`src/hw/rtl/kaf_pkg.sv`:
```
package kaf_pkg;

    // Fixed-point constants
    localparam int DW = 32;
    localparam logic signed [31:0] ONE_Q   = 32'sd65536;
    localparam logic signed [31:0] S32_MAX = 32'sh7FFFFFFF;
    localparam logic signed [31:0] S32_MIN = 32'sh80000000;

    // Configuration port
    localparam int DT_W      = 17;
    localparam int CFG_W     = 31;
    localparam int CFG_IDX_W = 2;

    typedef enum logic [1:0] {
        CFG_TIME_STEP  = 2'd0,
        CFG_PROC_NOISE = 2'd1,
        CFG_MEAS_XY    = 2'd2,
        CFG_MEAS_Z     = 2'd3
    } t_cfg_idx;

    // Operand sources: memory regions first, then generated matrices
    typedef enum logic [4:0] {
        SRC_PU, SRC_PP, SRC_TM, SRC_T3, SRC_SM, SRC_PH, SRC_KM,
        SRC_XU, SRC_XP, SRC_HX, SRC_KX,
        SRC_A, SRC_AT, SRC_B, SRC_H, SRC_HT, SRC_U, SRC_I, SRC_Q, SRC_Z
    } t_src;

    typedef enum logic [1:0] {DM_ONE, DM_AX, DM_NS} t_dim;

    typedef enum logic [1:0] {OP_MM, OP_EW, OP_RCP} t_kind;

    typedef struct packed {
        t_kind kind;
        logic  sub;
        logic  to_out;
        t_src  a;
        t_src  b;
        t_src  dst;
        t_dim  n;
        t_dim  k;
        t_dim  m;
    } t_desc;

    typedef struct packed {
        logic ew;
        logic sub;
        logic first;
        logic last;
    } t_mac_ctl;

    typedef enum logic [2:0] {
        ST_IDLE, ST_ISSUE, ST_DRAIN, ST_RCP_RD, ST_RCP_DAT, ST_RCP_DIV, ST_RCP_WR, ST_DONE
    } t_seq_state;

    typedef enum logic [1:0] {RS_IDLE, RS_RUN, RS_FIN} t_rcp_state;

    // Step ranges of the sequencer program
    localparam int STEP_W = 5;
    localparam logic [STEP_W-1:0] STEP_INIT_FIRST = 5'd0;
    localparam logic [STEP_W-1:0] STEP_INIT_LAST  = 5'd3;
    localparam logic [STEP_W-1:0] STEP_PRED_FIRST = 5'd4;
    localparam logic [STEP_W-1:0] STEP_PRED_LAST  = 5'd9;
    localparam logic [STEP_W-1:0] STEP_CORR_FIRST = 5'd10;
    localparam logic [STEP_W-1:0] STEP_CORR_LAST  = 5'd21;

    function automatic logic signed [31:0] sat64(input logic signed [63:0] v);
        if (v > 64'sd2147483647) return S32_MAX;
        if (v < -64'sd2147483648) return S32_MIN;
        return v[31:0];
    endfunction

    function automatic t_desc mk(input t_kind kind, input logic sub, input logic to_out,
                                 input t_src a, input t_src b, input t_src dst,
                                 input t_dim n, input t_dim k, input t_dim m);
        t_desc d;
        d.kind   = kind;
        d.sub    = sub;
        d.to_out = to_out;
        d.a      = a;
        d.b      = b;
        d.dst    = dst;
        d.n      = n;
        d.k      = k;
        d.m      = m;
        return d;
    endfunction

    // Sequencer program: clearing pass, predict, correct
    function automatic t_desc prog(input logic [STEP_W-1:0] step);
        t_desc d;
        d = mk(OP_EW, 1'b0, 1'b0, SRC_Z, SRC_Z, SRC_KX, DM_ONE, DM_ONE, DM_ONE);
        unique case (step)
            5'd0:  d = mk(OP_EW, 1'b0, 1'b0, SRC_I,  SRC_Z,  SRC_PU, DM_NS, DM_ONE, DM_NS);
            5'd1:  d = mk(OP_EW, 1'b0, 1'b0, SRC_I,  SRC_Z,  SRC_PP, DM_NS, DM_ONE, DM_NS);
            5'd2:  d = mk(OP_EW, 1'b0, 1'b0, SRC_Z,  SRC_Z,  SRC_XU, DM_NS, DM_ONE, DM_ONE);
            5'd3:  d = mk(OP_EW, 1'b0, 1'b0, SRC_Z,  SRC_Z,  SRC_XP, DM_NS, DM_ONE, DM_ONE);
            5'd4:  d = mk(OP_MM, 1'b0, 1'b0, SRC_A,  SRC_XU, SRC_TM, DM_NS, DM_NS, DM_ONE);
            5'd5:  d = mk(OP_MM, 1'b0, 1'b0, SRC_B,  SRC_U,  SRC_KX, DM_NS, DM_AX, DM_ONE);
            5'd6:  d = mk(OP_EW, 1'b0, 1'b1, SRC_TM, SRC_KX, SRC_XP, DM_NS, DM_ONE, DM_ONE);
            5'd7:  d = mk(OP_MM, 1'b0, 1'b0, SRC_A,  SRC_PU, SRC_TM, DM_NS, DM_NS, DM_NS);
            5'd8:  d = mk(OP_MM, 1'b0, 1'b0, SRC_TM, SRC_AT, SRC_T3, DM_NS, DM_NS, DM_NS);
            5'd9:  d = mk(OP_EW, 1'b0, 1'b0, SRC_T3, SRC_Q,  SRC_PP, DM_NS, DM_ONE, DM_NS);
            5'd10: d = mk(OP_MM, 1'b0, 1'b0, SRC_H,  SRC_PP, SRC_TM, DM_AX, DM_NS, DM_NS);
            5'd11: d = mk(OP_MM, 1'b0, 1'b0, SRC_TM, SRC_HT, SRC_SM, DM_AX, DM_NS, DM_AX);
            5'd12: d = mk(OP_RCP, 1'b0, 1'b0, SRC_SM, SRC_Z, SRC_SM, DM_AX, DM_ONE, DM_ONE);
            5'd13: d = mk(OP_MM, 1'b0, 1'b0, SRC_PP, SRC_HT, SRC_PH, DM_NS, DM_NS, DM_AX);
            5'd14: d = mk(OP_MM, 1'b0, 1'b0, SRC_PH, SRC_SM, SRC_KM, DM_NS, DM_AX, DM_AX);
            5'd15: d = mk(OP_MM, 1'b0, 1'b0, SRC_H,  SRC_XP, SRC_HX, DM_AX, DM_NS, DM_ONE);
            5'd16: d = mk(OP_EW, 1'b1, 1'b0, SRC_U,  SRC_HX, SRC_HX, DM_AX, DM_ONE, DM_ONE);
            5'd17: d = mk(OP_MM, 1'b0, 1'b0, SRC_KM, SRC_HX, SRC_KX, DM_NS, DM_AX, DM_ONE);
            5'd18: d = mk(OP_EW, 1'b0, 1'b1, SRC_XP, SRC_KX, SRC_XU, DM_NS, DM_ONE, DM_ONE);
            5'd19: d = mk(OP_MM, 1'b0, 1'b0, SRC_KM, SRC_H,  SRC_TM, DM_NS, DM_AX, DM_NS);
            5'd20: d = mk(OP_EW, 1'b1, 1'b0, SRC_I,  SRC_TM, SRC_TM, DM_NS, DM_ONE, DM_NS);
            5'd21: d = mk(OP_MM, 1'b0, 1'b0, SRC_TM, SRC_PP, SRC_PU, DM_NS, DM_NS, DM_NS);
            default: d = mk(OP_EW, 1'b0, 1'b0, SRC_Z, SRC_Z, SRC_KX, DM_ONE, DM_ONE, DM_ONE);
        endcase
        return d;
    endfunction

endpackage

```
`src/hw/rtl/kaf_mac.sv`:
```
module kaf_mac import kaf_pkg::*; #(
    parameter int TAG_W = 8
) (
    input  logic               i_clk,
    input  logic               i_rst_n,
    input  logic               i_valid,
    input  t_mac_ctl           i_ctl,
    input  logic [TAG_W-1:0]   i_tag,
    input  logic signed [31:0] i_a,
    input  logic signed [31:0] i_b,
    output logic               o_wr_valid,
    output logic [TAG_W-1:0]   o_wr_tag,
    output logic signed [31:0] o_wr_data,
    output logic               o_busy
);

    logic               r_s1_valid, r_s2_valid, r_wr_valid;
    t_mac_ctl           r_s1_ctl, r_s2_ctl;
    logic [TAG_W-1:0]   r_s1_tag, r_s2_tag, r_wr_tag;
    logic signed [63:0] r_s1_p;
    logic signed [31:0] r_s2_q, r_acc;
    logic signed [63:0] prod, ext_a, ext_b, rnd;
    logic signed [31:0] acc_new;

    assign prod  = i_a * i_b;
    assign ext_a = {{32{i_a[31]}}, i_a};
    assign ext_b = {{32{i_b[31]}}, i_b};
    // Round to nearest, ties away from zero
    assign rnd   = r_s1_p + (r_s1_p[63] ? 64'sd32767 : 64'sd32768);
    assign acc_new = r_s2_ctl.first ? r_s2_q : r_acc + r_s2_q;

    always_ff @(posedge i_clk) begin
        if (!i_rst_n) begin
            r_s1_valid <= 1'b0;
            r_s2_valid <= 1'b0;
            r_wr_valid <= 1'b0;
        end else begin
            r_s1_valid <= i_valid;
            r_s2_valid <= r_s1_valid;
            r_wr_valid <= r_s2_valid && r_s2_ctl.last;
        end
        // Multiply, or add or subtract for an element pass
        r_s1_ctl <= i_ctl;
        r_s1_tag <= i_tag;
        if (i_ctl.ew) begin
            r_s1_p <= i_ctl.sub ? ext_a - ext_b : ext_a + ext_b;
        end else begin
            r_s1_p <= prod;
        end
        // Scale and saturate
        r_s2_ctl <= r_s1_ctl;
        r_s2_tag <= r_s1_tag;
        r_s2_q   <= r_s1_ctl.ew ? sat64(r_s1_p) : sat64(rnd >>> 16);
        // Wrapping accumulate
        if (r_s2_valid) begin
            r_acc <= acc_new;
        end
        r_wr_tag <= r_s2_tag;
    end

    assign o_wr_valid = r_wr_valid;
    assign o_wr_tag   = r_wr_tag;
    assign o_wr_data  = r_acc;
    assign o_busy     = r_s1_valid | r_s2_valid | r_wr_valid;

endmodule

```
`config.mk`:
```
export PLATFORM = sky130hd
export DESIGN_NAME = kaf_mac
export DESIGN_NICKNAME = d
export VERILOG_FILES = /design/src/hw/rtl/kaf_pkg.sv /design/src/hw/rtl/kaf_mac.sv
export SDC_FILE = /design/constraint.sdc
export NUM_CORES = 2
export LEC_CHECK = 0
export ABC_AREA = 0
export BUFFER_PORTS_ARGS = -buffer_cell sky130_fd_sc_hd__buf_2
export CORE_MARGIN = 4
export CORE_UTILIZATION = 40
export DETAILED_ROUTE_END_ITERATION = 8
export PLACE_DENSITY_LB_ADDON = 0.25
export SYNTH_ARGS = -nofsm -noshare
export SYNTH_HDL_FRONTEND = slang
export SYNTH_SLANG_ARGS = --single-unit
```
`constraint.sdc`:
```
create_clock -name i_clk -period 9.2 [get_ports i_clk]
set_input_delay 0.46 -clock i_clk [delete_from_list [all_inputs] [get_ports i_clk]]
set_output_delay 0.46 -clock i_clk [all_outputs]
set_load 0.01 [all_outputs]
```
==> flow_summary.yaml <==
yosys:
  synth_edf_count: 32
  ys_ff_latch: 160
  syn_nets: 6477
  synth_common_cells: "fa_1, inv_1, nand2_1"
  synth_flop_cell: "dfxtp_1"
  async_flop_share_pct: 0
  yosysMostFrequentCell: "fa_1"
  yosysWarnings: 0
  synthTopCellsByArea: "fa_1, inv_1, ha_1, and2_1, dfxtp_1"
  synth_area_um2: 46100
  yosysTopAreaCellShare_pct: 47.0
  synth_top_area_cell: "fa_1"
  synth_area_per_cell_um2: 9.14
  ys_types: 72
  ys_seq_area_share_pct: 7.64
  synthCells: 5050
layout:
  final_nets: 6442
  drive_above_1_share_pct: 6.19
  area_growth_pct: 6.10
worst_setup_path:
  rr_worst_depth: 12
  max_stage_delay_ps: 650
  path_buf_inv: 7
  path_common_cell: "fa_1"
  path_max_fanout: 37
  endpoint_kind: "flop"
  arrival_ps: 8730
  required_ps: 9570
  worst_path_max_delay_cell: "buf_2"
  crit_path_start_kind: "input pin"
  critical-path-top-delay-family: "adder cells"
  critical_path_depth: 28
  crit_type: "in2reg"
routing:
  drt_iter0_markers: 2094
  routed_wl_mm: 127
  antenna_left: 0
  drtPass1Iterations: 5
  drc: 0
  routed_via_density: 5.13
  route.vias.total: 33600
  drt-wirelength-per-cell_um: 19.3
sta:
  period_share_pct: 90.9
  period_needed_ps: 8360
  setup-tns-final_ps: 0
  fin_skew_ps: 18.5
  finalHoldViolations: 0
  worst_slew_pin_slew_ps: 1170
  slew_headroom_pct: 22.3
  fmax_mhz: 120
  rsz0062_at_grt: "no"
  setup_violations: 0
  drv_slew: 0
floorplan:
  start_util_pct: 40.3
  core_um2: 114000
  design.die.area_um2: 121000
  fp.dieH_um: 348
  pin_count: 121
  rows: 124
  die_w_um: 348
min_path:
  hold_depth: 1
  hp-class: "in2reg"
clock_tree:
  holdBufCountCts: 0
  clk_pin_slew_ps: 70
  clock_latency_ps: 430
  cts_sinks: 160
  cts_root_buf: "clkbuf_16"
  numCtsBuffers: 17
  post_cts_buffers: 0
  ctsLongestPathBuffers: 2
  cts_resized: 0
  htreeDepth: 4
  cts_tree: "yes"
global_route:
  antenna_found_initial: 7
  grt-ovfl-total: 0
  grt_pass1_wl_mm: 209
  grt_use_total_pct: 21.8
  grt_max_degree: 85
  grt_pass1_vias: 37000
place:
  hpwl_mm: 107
  portBuffers: 120
  routabilityCongestion: 0.911
flow_run:
  cap_violations: 0
run_status:
  status: "finished clean"
[state kept, by name, indices dropped and copies added (netlist names), 2 cells and up]
signal,count
o_wr_data,32
r_s1_p,64
r_s1_tag,8
o_wr_tag,8
r_s2_q,32
r_s2_ctl,2
r_s1_ctl,3
r_s2_tag,8
[stage by stage]
stage | instance area (um2) | utilization, % | hold slack, ps | setup slack, ps | std cells
6_report | 48900 | 42.8 | 127 | 840 | 6548
5_1_grt | 48900 | 42.8 | 97.2 | 425 | 6543
4_1_cts | 48900 | 42.8 | 104 | 869 | 6540
3_5_place_dp | 48400 | 42.3 | 312 | 480 | 6508
3_3_place_gp | 48400 | 42.3 | 310 | 441 | 6508
2_1_floorplan | 46100 | - | 310 | 981 | 5050
[cell type report]
cell class / count / area [um2]
well taps: 1512 / 1890
clock inverters: 15 / 151
fillers: 11300 / 65400
clock buffers: 17 / 425
multi-input cells: 3596 / 37700
flip-flops and latches: 160 / 3520
repair buffers: 212 / 1340
diodes: 8 / 20.0
inverters: 1028 / 3860
[final timing paths]
kind,slack [ps],from,to
worst max-delay path,840,i_b[4],r_s1_p[60]
worst min-delay path,130,i_ctl[1],r_s1_ctl[1]
worst max register to register,4250,r_s1_p[63],r_s2_q[0]
worst min register to register,320,r_s1_tag[1],r_s2_tag[1]
[layout by cell type, fill, tap and decap left out, drive strengths merged, types with 16 or more instances in the layout]
cell | netlist | routed
nor3 | 33 | 33
nor2 | 139 | 139
dfxtp | 128 | 128
nand2 | 601 | 601
o32ai | 32 | 32
o21a | 19 | 19
inv | 1028 | 1035
o31ai | 17 | 17
a21oi | 172 | 172
buf | 16 | 212
xnor2 | 120 | 120
a31oi | 16 | 16
nand2b | 24 | 24
nand4 | 28 | 28
edfxtp | 32 | 32
and3 | 18 | 18
a21o | 84 | 84
a211oi | 19 | 19
or2 | 35 | 35
o21bai | 16 | 16
nand3 | 36 | 36
o21ai | 136 | 136
fa | 1084 | 1084
xor2 | 56 | 56
clkbuf | 250 | 17
and2 | 526 | 526
ha | 264 | 264
[layer usage]
layer  part of all wire [%]  GRT usage (%)  vias up
met5                 0.0055              0        -
met2                     50           38.1      825
met3                    4.5           2.15      151
li1                       -              -    15200
met4                    2.6           5.19        2
met1                     43           29.2    17400
[worst register-to-register path: stages, from the launching register on]
cell      delay, ps
dfxtp_1         900
ha_1            300
a21o_1          110
a21oi_1          60
o21ai_0         180
a221oi_1        140
o211ai_1        640
nand3_1         430
nor3_1          420
inv_1            80
a211oi_1        210
and4_1         1000
o32ai_1         280
[cells by family after synthesis]
kind of cell | synth area share, %
simple gates | 16.2
fa+ha+maj | 54.2
buf+inv | 10.6
compound gates | 7.82
xor+xnor | 3.34
flops | 7.64
mux | 0.239
Power is not shown: default switching activity piles up to over one toggle a cycle in this logic, so the estimate is an artifact.
