`config.mk`:
```
export PLATFORM = sky130hd
export DESIGN_NAME = kaf_recip
export DESIGN_NICKNAME = d
export VERILOG_FILES = /design/src/hw/rtl/kaf_pkg.sv /design/src/hw/rtl/kaf_recip.sv
export SDC_FILE = /design/constraint.sdc
export NUM_CORES = 1
export LEC_CHECK = 0
export ABC_AREA = 1
export BUFFER_PORTS_ARGS = -buffer_cell sky130_fd_sc_hd__buf_2
export CORE_MARGIN = 5
export CORE_UTILIZATION = 50
export CTS_CLUSTER_SIZE = 25
export DETAILED_ROUTE_END_ITERATION = 6
export PLACE_DENSITY = 0.65
export SLEW_MARGIN = 20
export SYNTH_ARGS = -nofsm -noshare
export SYNTH_HDL_FRONTEND = slang
export SYNTH_SLANG_ARGS = --single-unit
```
`constraint.sdc`:
```
create_clock -name i_clk -period 12.8 [get_ports i_clk]
set_input_delay 2.56 -clock i_clk [delete_from_list [all_inputs] [get_ports i_clk]]
set_output_delay 2.56 -clock i_clk [all_outputs]
set_load 0.02 [all_outputs]
```
`src/hw/rtl/kaf_pkg.sv`:
```
package kaf_pkg;

    // Fixed-point constants
    localparam int DW = 32;
    localparam logic signed [31:0] ONE_Q   = 32'sd65536;
    localparam logic signed [31:0] S32_MAX = 32'sh7FFFFFFF;
    localparam logic signed [31:0] S32_MIN = 32'sh80000000;

    // Configuration port
    localparam int DT_W      = 17;
    localparam int CFG_W     = 31;
    localparam int CFG_IDX_W = 2;

    typedef enum logic [1:0] {
        CFG_TIME_STEP  = 2'd0,
        CFG_PROC_NOISE = 2'd1,
        CFG_MEAS_XY    = 2'd2,
        CFG_MEAS_Z     = 2'd3
    } t_cfg_idx;

    // Operand sources: memory regions first, then generated matrices
    typedef enum logic [4:0] {
        SRC_PU, SRC_PP, SRC_TM, SRC_T3, SRC_SM, SRC_PH, SRC_KM,
        SRC_XU, SRC_XP, SRC_HX, SRC_KX,
        SRC_A, SRC_AT, SRC_B, SRC_H, SRC_HT, SRC_U, SRC_I, SRC_Q, SRC_Z
    } t_src;

    typedef enum logic [1:0] {DM_ONE, DM_AX, DM_NS} t_dim;

    typedef enum logic [1:0] {OP_MM, OP_EW, OP_RCP} t_kind;

    typedef struct packed {
        t_kind kind;
        logic  sub;
        logic  to_out;
        t_src  a;
        t_src  b;
        t_src  dst;
        t_dim  n;
        t_dim  k;
        t_dim  m;
    } t_desc;

    typedef struct packed {
        logic ew;
        logic sub;
        logic first;
        logic last;
    } t_mac_ctl;

    typedef enum logic [2:0] {
        ST_IDLE, ST_ISSUE, ST_DRAIN, ST_RCP_RD, ST_RCP_DAT, ST_RCP_DIV, ST_RCP_WR, ST_DONE
    } t_seq_state;

    typedef enum logic [1:0] {RS_IDLE, RS_RUN, RS_FIN} t_rcp_state;

    // Step ranges of the sequencer program
    localparam int STEP_W = 5;
    localparam logic [STEP_W-1:0] STEP_INIT_FIRST = 5'd0;
    localparam logic [STEP_W-1:0] STEP_INIT_LAST  = 5'd3;
    localparam logic [STEP_W-1:0] STEP_PRED_FIRST = 5'd4;
    localparam logic [STEP_W-1:0] STEP_PRED_LAST  = 5'd9;
    localparam logic [STEP_W-1:0] STEP_CORR_FIRST = 5'd10;
    localparam logic [STEP_W-1:0] STEP_CORR_LAST  = 5'd21;

    function automatic logic signed [31:0] sat64(input logic signed [63:0] v);
        if (v > 64'sd2147483647) return S32_MAX;
        if (v < -64'sd2147483648) return S32_MIN;
        return v[31:0];
    endfunction

    function automatic t_desc mk(input t_kind kind, input logic sub, input logic to_out,
                                 input t_src a, input t_src b, input t_src dst,
                                 input t_dim n, input t_dim k, input t_dim m);
        t_desc d;
        d.kind   = kind;
        d.sub    = sub;
        d.to_out = to_out;
        d.a      = a;
        d.b      = b;
        d.dst    = dst;
        d.n      = n;
        d.k      = k;
        d.m      = m;
        return d;
    endfunction

    // Sequencer program: clearing pass, predict, correct
    function automatic t_desc prog(input logic [STEP_W-1:0] step);
        t_desc d;
        d = mk(OP_EW, 1'b0, 1'b0, SRC_Z, SRC_Z, SRC_KX, DM_ONE, DM_ONE, DM_ONE);
        unique case (step)
            5'd0:  d = mk(OP_EW, 1'b0, 1'b0, SRC_I,  SRC_Z,  SRC_PU, DM_NS, DM_ONE, DM_NS);
            5'd1:  d = mk(OP_EW, 1'b0, 1'b0, SRC_I,  SRC_Z,  SRC_PP, DM_NS, DM_ONE, DM_NS);
            5'd2:  d = mk(OP_EW, 1'b0, 1'b0, SRC_Z,  SRC_Z,  SRC_XU, DM_NS, DM_ONE, DM_ONE);
            5'd3:  d = mk(OP_EW, 1'b0, 1'b0, SRC_Z,  SRC_Z,  SRC_XP, DM_NS, DM_ONE, DM_ONE);
            5'd4:  d = mk(OP_MM, 1'b0, 1'b0, SRC_A,  SRC_XU, SRC_TM, DM_NS, DM_NS, DM_ONE);
            5'd5:  d = mk(OP_MM, 1'b0, 1'b0, SRC_B,  SRC_U,  SRC_KX, DM_NS, DM_AX, DM_ONE);
            5'd6:  d = mk(OP_EW, 1'b0, 1'b1, SRC_TM, SRC_KX, SRC_XP, DM_NS, DM_ONE, DM_ONE);
            5'd7:  d = mk(OP_MM, 1'b0, 1'b0, SRC_A,  SRC_PU, SRC_TM, DM_NS, DM_NS, DM_NS);
            5'd8:  d = mk(OP_MM, 1'b0, 1'b0, SRC_TM, SRC_AT, SRC_T3, DM_NS, DM_NS, DM_NS);
            5'd9:  d = mk(OP_EW, 1'b0, 1'b0, SRC_T3, SRC_Q,  SRC_PP, DM_NS, DM_ONE, DM_NS);
            5'd10: d = mk(OP_MM, 1'b0, 1'b0, SRC_H,  SRC_PP, SRC_TM, DM_AX, DM_NS, DM_NS);
            5'd11: d = mk(OP_MM, 1'b0, 1'b0, SRC_TM, SRC_HT, SRC_SM, DM_AX, DM_NS, DM_AX);
            5'd12: d = mk(OP_RCP, 1'b0, 1'b0, SRC_SM, SRC_Z, SRC_SM, DM_AX, DM_ONE, DM_ONE);
            5'd13: d = mk(OP_MM, 1'b0, 1'b0, SRC_PP, SRC_HT, SRC_PH, DM_NS, DM_NS, DM_AX);
            5'd14: d = mk(OP_MM, 1'b0, 1'b0, SRC_PH, SRC_SM, SRC_KM, DM_NS, DM_AX, DM_AX);
            5'd15: d = mk(OP_MM, 1'b0, 1'b0, SRC_H,  SRC_XP, SRC_HX, DM_AX, DM_NS, DM_ONE);
            5'd16: d = mk(OP_EW, 1'b1, 1'b0, SRC_U,  SRC_HX, SRC_HX, DM_AX, DM_ONE, DM_ONE);
            5'd17: d = mk(OP_MM, 1'b0, 1'b0, SRC_KM, SRC_HX, SRC_KX, DM_NS, DM_AX, DM_ONE);
            5'd18: d = mk(OP_EW, 1'b0, 1'b1, SRC_XP, SRC_KX, SRC_XU, DM_NS, DM_ONE, DM_ONE);
            5'd19: d = mk(OP_MM, 1'b0, 1'b0, SRC_KM, SRC_H,  SRC_TM, DM_NS, DM_AX, DM_NS);
            5'd20: d = mk(OP_EW, 1'b1, 1'b0, SRC_I,  SRC_TM, SRC_TM, DM_NS, DM_ONE, DM_NS);
            5'd21: d = mk(OP_MM, 1'b0, 1'b0, SRC_TM, SRC_PP, SRC_PU, DM_NS, DM_NS, DM_NS);
            default: d = mk(OP_EW, 1'b0, 1'b0, SRC_Z, SRC_Z, SRC_KX, DM_ONE, DM_ONE, DM_ONE);
        endcase
        return d;
    endfunction

endpackage

```
`src/hw/rtl/kaf_recip.sv`:
```
module kaf_recip import kaf_pkg::*; (
    input  logic               i_clk,
    input  logic               i_rst_n,
    input  logic               i_start,
    input  logic signed [31:0] i_den,
    output logic               o_done,
    output logic signed [31:0] o_quo
);

    t_rcp_state r_state, n_state;
    logic        r_neg, r_zero;
    logic [31:0] r_m;
    logic [31:0] r_rem;
    logic [32:0] r_quo;
    logic [5:0]  r_cnt;
    logic signed [31:0] r_res;
    logic [32:0] trial;
    logic        fits;
    logic [33:0] q_rnd;
    logic signed [31:0] n_res;

    // One quotient bit of 2^32 / |den| per cycle
    assign trial = {r_rem, (r_cnt == 6'd0)};
    assign fits  = trial >= {1'b0, r_m};

    // Round to nearest and saturate
    always_comb begin
        q_rnd = {1'b0, r_quo} + {33'd0, ({r_rem, 1'b0} >= {1'b0, r_m})};
        if (r_zero) begin
            n_res = S32_MAX;
        end else if (!r_neg) begin
            n_res = (q_rnd > 34'h07FFFFFFF) ? S32_MAX : q_rnd[31:0];
        end else begin
            n_res = (q_rnd >= 34'h080000000) ? S32_MIN : 32'sd0 - q_rnd[31:0];
        end
    end

    // Next state
    always_comb begin
        n_state = r_state;
        unique case (r_state)
            RS_IDLE: if (i_start) n_state = RS_RUN;
            RS_RUN:  if (r_cnt == 6'd32) n_state = RS_FIN;
            RS_FIN:  n_state = RS_IDLE;
            default: n_state = RS_IDLE;
        endcase
    end

    // Outputs
    always_comb begin
        o_done = (r_state == RS_FIN);
        o_quo  = r_res;
    end

    always_ff @(posedge i_clk) begin
        if (!i_rst_n) begin
            r_state <= RS_IDLE;
        end else begin
            r_state <= n_state;
        end
        unique case (r_state)
            RS_IDLE: begin
                if (i_start) begin
                    r_neg  <= i_den[31];
                    r_zero <= (i_den == 32'sd0);
                    r_m    <= i_den[31] ? 32'd0 - i_den : i_den;
                    r_rem  <= 32'd0;
                    r_quo  <= 33'd0;
                    r_cnt  <= 6'd0;
                end
            end
            RS_RUN: begin
                r_rem <= fits ? 32'(trial - {1'b0, r_m}) : trial[31:0];
                r_quo <= {r_quo[31:0], fits};
                r_cnt <= r_cnt + 6'd1;
            end
            RS_FIN: r_res <= n_res;
            default: ;
        endcase
    end

endmodule

```
==> results.yml, run 1 <==
outcome:
  run_status: "complete, no violations"
synth:
  synth-async-reset-ratio_pct: 0
  post_synth.cell_area_avg_um2: 7.50
  synth_largest_area_cell: "sky130_fd_sc_hd__edfxtp_1"
  synth_edf_count: 137
  postSynthRegisterBits: 139
  post-synth-top-area-fraction_pct: 40.7
  syn-num-nets: 1422
  synth_cell_count_leaders: "317 x sky130_fd_sc_hd__nand2_1, 212 x sky130_fd_sc_hd__nor2_1, 191 x sky130_fd_sc_hd__inv_1"
  post_synth_inst_count: 1347
  synth-seq-area-share_pct: 41.1
  synthesis.yosys.warnings: 0
  post-synth-top-count-cell: "sky130_fd_sc_hd__nand2_1"
  mappedNetlistArea_mm2: 0.0101
  yosys-top-cells-area: "sky130_fd_sc_hd__edfxtp_1 41%, sky130_fd_sc_hd__nand2_1 12%, sky130_fd_sc_hd__nor2_1 7.9%"
  synth_cell_types: 46
  ys.flop_type: "sky130_fd_sc_hd__edfxtp_1"
sta:
  hold_violations: 0
  setup_repair_after_global_routing_missed_its_margin: "false"
  timing.final.crit_period_ps: 4670
  slew_violations: 0
  setup_viol: 0
  setup-tns-final_ps: 0
  fin_crit_sh_pct: 36.5
  maxSlewHeadroom_pct: 35.2
  worst_hold_slack_ps: 584
  max_freq_ghz: 0.214
  finClkSkew_ps: 10.1
  worstMarginPinSlew_ps: 972
critical_path:
  critical_path.max_fanout: 29
  critical_path_required_ps: 12940
  timing.setup.critical_path_class: "flop to flop"
  critical_path.most_common_cell: "sky130_fd_sc_hd__nand2_1"
  arrival_ps: 4810
  timing.critical_path.cells: "ha_1 -> nand2_1 -> nor2_1 -> inv_1 -> nor2_1 -> nand3_1 -> inv_1 -> nand2_1 -> nand2_1 -> inv_1 -> o41ai_1 -> ha_1 -> ha_1 -> nand3_2 -> nor2_8 -> nand4_2 -> nor2_2 -> nand2_1 -> nand2_1 -> nand3_2 -> nor2_4 -> nand2_2 -> nand2_2 -> o211ai_1"
  timing.critical_path.buf_inv: 3
  max_stage_delay_ps: 430
  type_of_destination_of_the_critical_path: "flop"
  critPathLaunchType: "flop"
  cpMaxStageDelayCell: "sky130_fd_sc_hd__nand2_2"
  cpLargestDelayFamily: "simple AND/OR/NAND/NOR gates"
min_path:
  hold_path_class: "flop to flop"
routing:
  firstDrtPassIters: 7
  via_count_of_the_routed_design: 8890
  routed_length_per_placed_instance_um: 14.4
  antenna_left: 0
  detailedRoute.firstIterationViolations: 713
  route.detailed.drc: 0
  vias_per_cell: 5.24
  wl_um: 24400
clock_network:
  cts_hold_repair.buffers: 0
  postcts_setup_bufs: 0
  cts_sinks: 139
  cts.htree.levels: 4
  cts_made_buffers: 17
  clkSlewWorstSetupHoldPaths_ps: 60
  clock_path_buffers: 2
  cts_tree: "done"
  cts_root_buf: "sky130_fd_sc_hd__clkbuf_16"
  resized_after_cts: 0
  clock_latency_ps: 430
placed_design:
  gpl.final_weighted_congestion: 0.907
  numPortBuffers: 67
  total_half_perimeter_wirelength_after_legalization_and_detailed_placement_um: 18900
job:
  drv_cap: 0
cells_and_area:
  fill_cells: 1977
  layout-area-overhead-vs-synth_pct: 11.8
  fin_util_pct: 56.4
  fraction_of_layout_cells_with_a_size_suffix_above_1_pct: 9.54
  antenna_cells: 0
  final_net_count: 1490
global_route:
  globalRouteOverflowTotal: 0
  grt_first_pass_wirelength_um: 41000
  vias_in_the_first_global_route: 8380
  pin_count_of_the_biggest_net_entering_global_routing: 72
  track_usage_pct: 21.4
  antenna_found_initial: 0
power_and_ir_drop:
  pleak_nw: 4.84
  share_clk_of_total_power_pct: 32.3
  intPower_mw: 1.01
  share_comb_of_total_power_pct: 29.3
  fin_total_pwr_mw: 1.54
  power.density_mw_per_mm2: 136
  switching_share_pct: 34.2
  vdd.ir_drop.worst_mv: 0.0974
  total_switching_power_mw: 0.528
  p_seq_share_pct: 38.5
floorplanning:
  die_height_um: 152
  die-area_mm2: 0.0231
  floorplan.initialDensity_pct: 50.4
  io_pins: 68
  die_width_um: 152
  floorplan.rows: 52
  coreArea_mm2: 0.0200
[worst paths after layout]
check | from | to | slack (ps) | depth (start not counted)
worst min-delay path | r_quo[0]$_SDFFCE_PN0P_ | r_quo[1]$_SDFFCE_PN0P_ | 580 | 2
worst max register to register | r_rem[22]$_SDFFCE_PN0P_ | o_quo[23]$_SDFFCE_PP1P_ | 8130 | 24
worst max-delay path | r_rem[22]$_SDFFCE_PN0P_ | o_quo[23]$_SDFFCE_PP1P_ | 8130 | 24
worst min register to register | r_quo[0]$_SDFFCE_PN0P_ | r_quo[1]$_SDFFCE_PN0P_ | 580 | 2
[power by group through the flow]
stage               Sequential, mW  Clock [mW]  Combinational [mW]
floorplan                    0.594           0               0.341
global placement             0.600           0               0.440
detailed placement           0.601           0               0.445
CTS                          0.593       0.503               0.449
global route                 0.599       0.528               0.514
finish                       0.593       0.497               0.451
[cell families after synthesis]
kind of cell	count (synthesis)	share of synthesized area [%]
AND/OR/NAND/NOR	696	29.5
flip-flops	139	41.1
buffers and inverters	216	8.34
adder cells (fa/ha/maj)	40	5.03
AO/OA/AOI/OAI	192	10.4
XOR/XNOR	64	5.62
[state kept, by name, summed over array words and instances (netlist names)]
register	cells
r_quo	33
o_quo	32
r_m	32
r_rem	32
r_cnt	6
r_state	2
r_neg	1
r_zero	1
[layout by cell type (no fill, tap or decap), types with 3 or more instances in the layout]
cell type	n
sky130_fd_sc_hd__bufinv_16	3
sky130_fd_sc_hd__ha_1	39
sky130_fd_sc_hd__nand3_1	82
sky130_fd_sc_hd__clkinvlp_4	3
sky130_fd_sc_hd__o21ai_1	5
sky130_fd_sc_hd__nor2_2	9
sky130_fd_sc_hd__inv_1	191
sky130_fd_sc_hd__o21a_1	4
sky130_fd_sc_hd__nor2_4	4
sky130_fd_sc_hd__buf_2	67
sky130_fd_sc_hd__clkinv_1	3
sky130_fd_sc_hd__a31oi_1	7
sky130_fd_sc_hd__nand4_1	21
sky130_fd_sc_hd__a21o_1	4
sky130_fd_sc_hd__nand2_1	316
sky130_fd_sc_hd__xor2_1	34
sky130_fd_sc_hd__a21oi_1	68
sky130_fd_sc_hd__nand3_2	5
sky130_fd_sc_hd__nand3b_1	4
sky130_fd_sc_hd__edfxtp_1	137
sky130_fd_sc_hd__nor3_1	24
sky130_fd_sc_hd__o211ai_1	11
sky130_fd_sc_hd__buf_4	6
sky130_fd_sc_hd__xnor2_1	29
sky130_fd_sc_hd__and2_1	3
sky130_fd_sc_hd__clkbuf_16	17
sky130_fd_sc_hd__nand2_2	7
sky130_fd_sc_hd__o21ai_0	82
sky130_fd_sc_hd__nor2_1	210
sky130_fd_sc_hd__o21bai_1	4
[per-stage QoR]
step	instance area, µm²	instances	setup slack [ps]
floorplan	10100	1347	5560
global placement	10700	1666	7980
detailed placement	10700	1666	7900
CTS	11300	1696	8100
global route	11300	1696	7660
finish	11300	1696	8130
[layout make-up]
cell class | count | area, µm² | share of cell area, %
flip-flops and latches | 139 | 4150 | 36.8
well taps | 270 | 338 | 2.99
inverters | 192 | 721 | 6.38
repair buffers | 73 | 380 | 3.37
clock inverters | 12 | 150 | 1.33
clock buffers | 18 | 429 | 3.80
multi-input cells | 992 | 5120 | 45.4
[routing by layer]
metal / vias to the layer above / routed length (µm) / GRT usage, %
met2: 239 / 10500 / 32.3
met4: 0 / 374 / 5.95
met5: - / 0 / 0
li1: 4575 / - / -
met3: 28 / 1310 / 3.83
met1: 4048 / 12300 / 31.8
[tightest hold or removal path, stage by stage (launching register included)]
cell,delay [ps]
sky130_fd_sc_hd__edfxtp_1,350
sky130_fd_sc_hd__inv_1,40
sky130_fd_sc_hd__nor2_1,80
Power figures use the tool's default switching activity.
==> inputs of run 2 (changes only) <==
==> constraint.sdc (replaced) <==
create_clock -name i_clk -period 4.6 [get_ports i_clk]
set_input_delay 0.92 -clock i_clk [delete_from_list [all_inputs] [get_ports i_clk]]
set_output_delay 0.92 -clock i_clk [all_outputs]
set_load 0.02 [all_outputs]
==> run 2 against run 1 <==
Effect of this change: sequential share of layout area is 0.47 points lower; sequential cell count is the same; clock-buffer cell count fell by 1; global-route usage hardly changed; clock power grew to 3.0 times the previous value; maximum frequency rose by 11%; power grew to 2.9 times the previous value; final cell count increased by 0.35%; critical endpoint is now o_quo[1]$_SDFFCE_PP1P_; largest power group unchanged.
==> results.yml, run 2 (synthesized netlist as in run 1, its figures left out) <==
outcome:
  run_status: "complete, no violations"
floorplanning:
  floorplan.initialDensity_pct: 50.4
  floorplan.rows: 52
  die_height_um: 152
  die-area_mm2: 0.0231
  io_pins: 68
  coreArea_mm2: 0.0200
  die_width_um: 152
routing:
  route.detailed.drc: 0
  vias_per_cell: 5.18
  firstDrtPassIters: 5
  via_count_of_the_routed_design: 8821
  antenna_left: 0
  wl_um: 24700
  detailedRoute.firstIterationViolations: 617
  routed_length_per_placed_instance_um: 14.5
sta:
  worstMarginPinSlew_ps: 816
  worst_hold_slack_ps: 594
  hold_violations: 0
  setup_viol: 0
  post-route-worst-setup-slack_ps: 382
  timing.final.crit_period_ps: 4220
  setup-tns-final_ps: 0
  max_freq_ghz: 0.237
  maxSlewHeadroom_pct: 45.4
  slew_violations: 0
  setup_repair_after_global_routing_missed_its_margin: "false"
  finClkSkew_ps: 8.65
  fin_crit_sh_pct: 91.7
clock_network:
  cts_root_buf: "sky130_fd_sc_hd__clkbuf_16"
  cts_sinks: 139
  clock_latency_ps: 430
  clock_path_buffers: 2
  cts.htree.levels: 4
  cts_hold_repair.buffers: 0
  cts_made_buffers: 17
  postcts_setup_bufs: 0
  clkSlewWorstSetupHoldPaths_ps: 60
  cts_tree: "done"
critical_path:
  timing.setup.critical_path_class: "flop to flop"
  setup_slack_reg_to_reg_ps: 380
  timing.critical_path.buf_inv: 1
  critical_path.max_fanout: 29
  cpMaxStageDelayCell: "sky130_fd_sc_hd__edfxtp_1"
  crit-reg2reg-capture: "o_quo[1]$_SDFFCE_PP1P_"
  cpLargestDelayFamily: "simple AND/OR/NAND/NOR gates"
  r2r-start: "r_rem[11]$_SDFFCE_PN0P_"
  worst-r2r-cell-count: 19
  type_of_destination_of_the_critical_path: "flop"
  critPathLaunchType: "flop"
  arrival_ps: 4360
  critical_path_required_ps: 4740
  critical_path.most_common_cell: "sky130_fd_sc_hd__nand2_1"
  max_stage_delay_ps: 390
  timing.critical_path.cells: "ha_1 -> nand2_1 -> nor2_1 -> nand4_1 -> o41ai_2 -> ha_2 -> ha_1 -> nand3_2 -> nor2_8 -> nand4_2 -> nor2_2 -> nand2_1 -> nand2_1 -> nand3_2 -> nor2_4 -> nand2_2 -> nand2_2 -> buf_12 -> o211ai_1"
global_route:
  antenna_found_initial: 0
  grt_first_pass_wirelength_um: 41200
  pin_count_of_the_biggest_net_entering_global_routing: 44
  globalRouteOverflowTotal: 0
  vias_in_the_first_global_route: 8291
  track_usage_pct: 21.4
placed_design:
  numPortBuffers: 67
  total_half_perimeter_wirelength_after_legalization_and_detailed_placement_um: 19200
  preCtsSetupSlack_ps: 270
  gpl.final_weighted_congestion: 0.914
  placed_cells_incl_taps: 1672
cells_and_area:
  fraction_of_layout_cells_with_a_size_suffix_above_1_pct: 10.5
  antenna_cells: 0
  top_register: "r_quo"
  layout_common_cells: "316 x sky130_fd_sc_hd__nand2_1, 208 x sky130_fd_sc_hd__nor2_1, 191 x sky130_fd_sc_hd__inv_1, 137 x sky130_fd_sc_hd__edfxtp_1"
  flip_flop_count_of_the_largest_register_after_layout: 33
  final_common_cell: "sky130_fd_sc_hd__nand2_1"
  layout-area-overhead-vs-synth_pct: 13.3
  final_net_count: 1496
  final_cell_count_no_fill: 1702
power_and_ir_drop:
  vdd.ir_drop.worst_mv: 0.253
  power.density_mw_per_mm2: 387
  fin_total_pwr_mw: 4.43
  pleak_nw: 4.91
job:
  drv_cap: 0
min_path:
  holdPathStages: 1
  min_to: "r_cnt[0]$_SDFFCE_PN0P_"
  worstHoldStart: "r_cnt[0]$_SDFFCE_PN0P_"
  hold_path_class: "flop to flop"
-- run 2: cell types whose count changed in the layout (fill, tap and decap cells not counted), sizes merged --
cell      before  now
clkinvlp       3    1
clkinv         5    7
inv          193  192
bufinv         3    5
buf           73   79
clkbuf        18   17
-- run 2: worst max path at each step --
stage	start	end	slack, ps	depth (start not counted)
floorplan	i_start	r_cnt[0]$_SDFFCE_PN0P_	110	4
global placement	r_rem[29]$_SDFFCE_PN0P_	o_quo[8]$_SDFFCE_PP1P_	410	19
detailed placement	r_m[30]$_DFFE_PP_	o_quo[31]$_SDFFCE_PP0P_	270	19
CTS	r_m[30]$_DFFE_PP_	o_quo[31]$_SDFFCE_PP0P_	270	19
global route	r_rem[15]$_SDFFCE_PN0P_	o_quo[14]$_SDFFCE_PP1P_	20	23
finish	r_rem[11]$_SDFFCE_PN0P_	o_quo[1]$_SDFFCE_PP1P_	380	19
-- run 2: stage by stage --
stage	utilization, %	area [µm²]
floorplan	-	10100
global placement	53.8	10800
detailed placement	53.8	10800
CTS	57.0	11400
global route	57.1	11400
finish	57.1	11400
-- run 2: layer usage --
layer,routed length [µm],GRT usage (%)
met1,12200,30.9
met2,10800,33.7
met3,1340,3.81
met4,341,5.22
met5,0,0
-- run 2: cell type report --
| class | instances | area (µm²) |
|---|---|---|
| Fill cell | 1977 | 8600 |
| Multi-Input combinational cell | 992 | 5150 |
| Sequential cell | 139 | 4150 |
| Inverter | 192 | 721 |
| Timing Repair Buffer | 79 | 450 |
| Clock buffer | 17 | 425 |
| Tap cell | 270 | 338 |
| Clock inverter | 13 | 201 |
-- run 2: what timing repair did --
action | 4_1_cts | 5_1_grt
resized for setup | 0 | 7
hold endpoints to repair | 0 | 0
endpoints found under the setup margin | 0 | 30
-- run 2: worst register-to-register path, cell delays in order, from the launching register on --
cell                       delay [ps]
sky130_fd_sc_hd__edfxtp_1         390
sky130_fd_sc_hd__ha_1             380
sky130_fd_sc_hd__nand2_1          120
sky130_fd_sc_hd__nor2_1           230
sky130_fd_sc_hd__nand4_1          250
sky130_fd_sc_hd__o41ai_2          390
sky130_fd_sc_hd__ha_2             290
sky130_fd_sc_hd__ha_1             210
sky130_fd_sc_hd__nand3_2          190
sky130_fd_sc_hd__nor2_8           210
sky130_fd_sc_hd__nand4_2          140
sky130_fd_sc_hd__nor2_2           130
sky130_fd_sc_hd__nand2_1           60
sky130_fd_sc_hd__nand2_1           70
sky130_fd_sc_hd__nand3_2          120
sky130_fd_sc_hd__nor2_4           240
sky130_fd_sc_hd__nand2_2          110
sky130_fd_sc_hd__nand2_2           90
sky130_fd_sc_hd__buf_12           180
sky130_fd_sc_hd__o211ai_1         140
-- run 2: power breakdown --
group / total (mW) / internal [mW] / switching [mW]
clock network: 1.50 / 0.952 / 0.546
logic: 1.28 / 0.429 / 0.851
registers: 1.65 / 1.57 / 0.0814
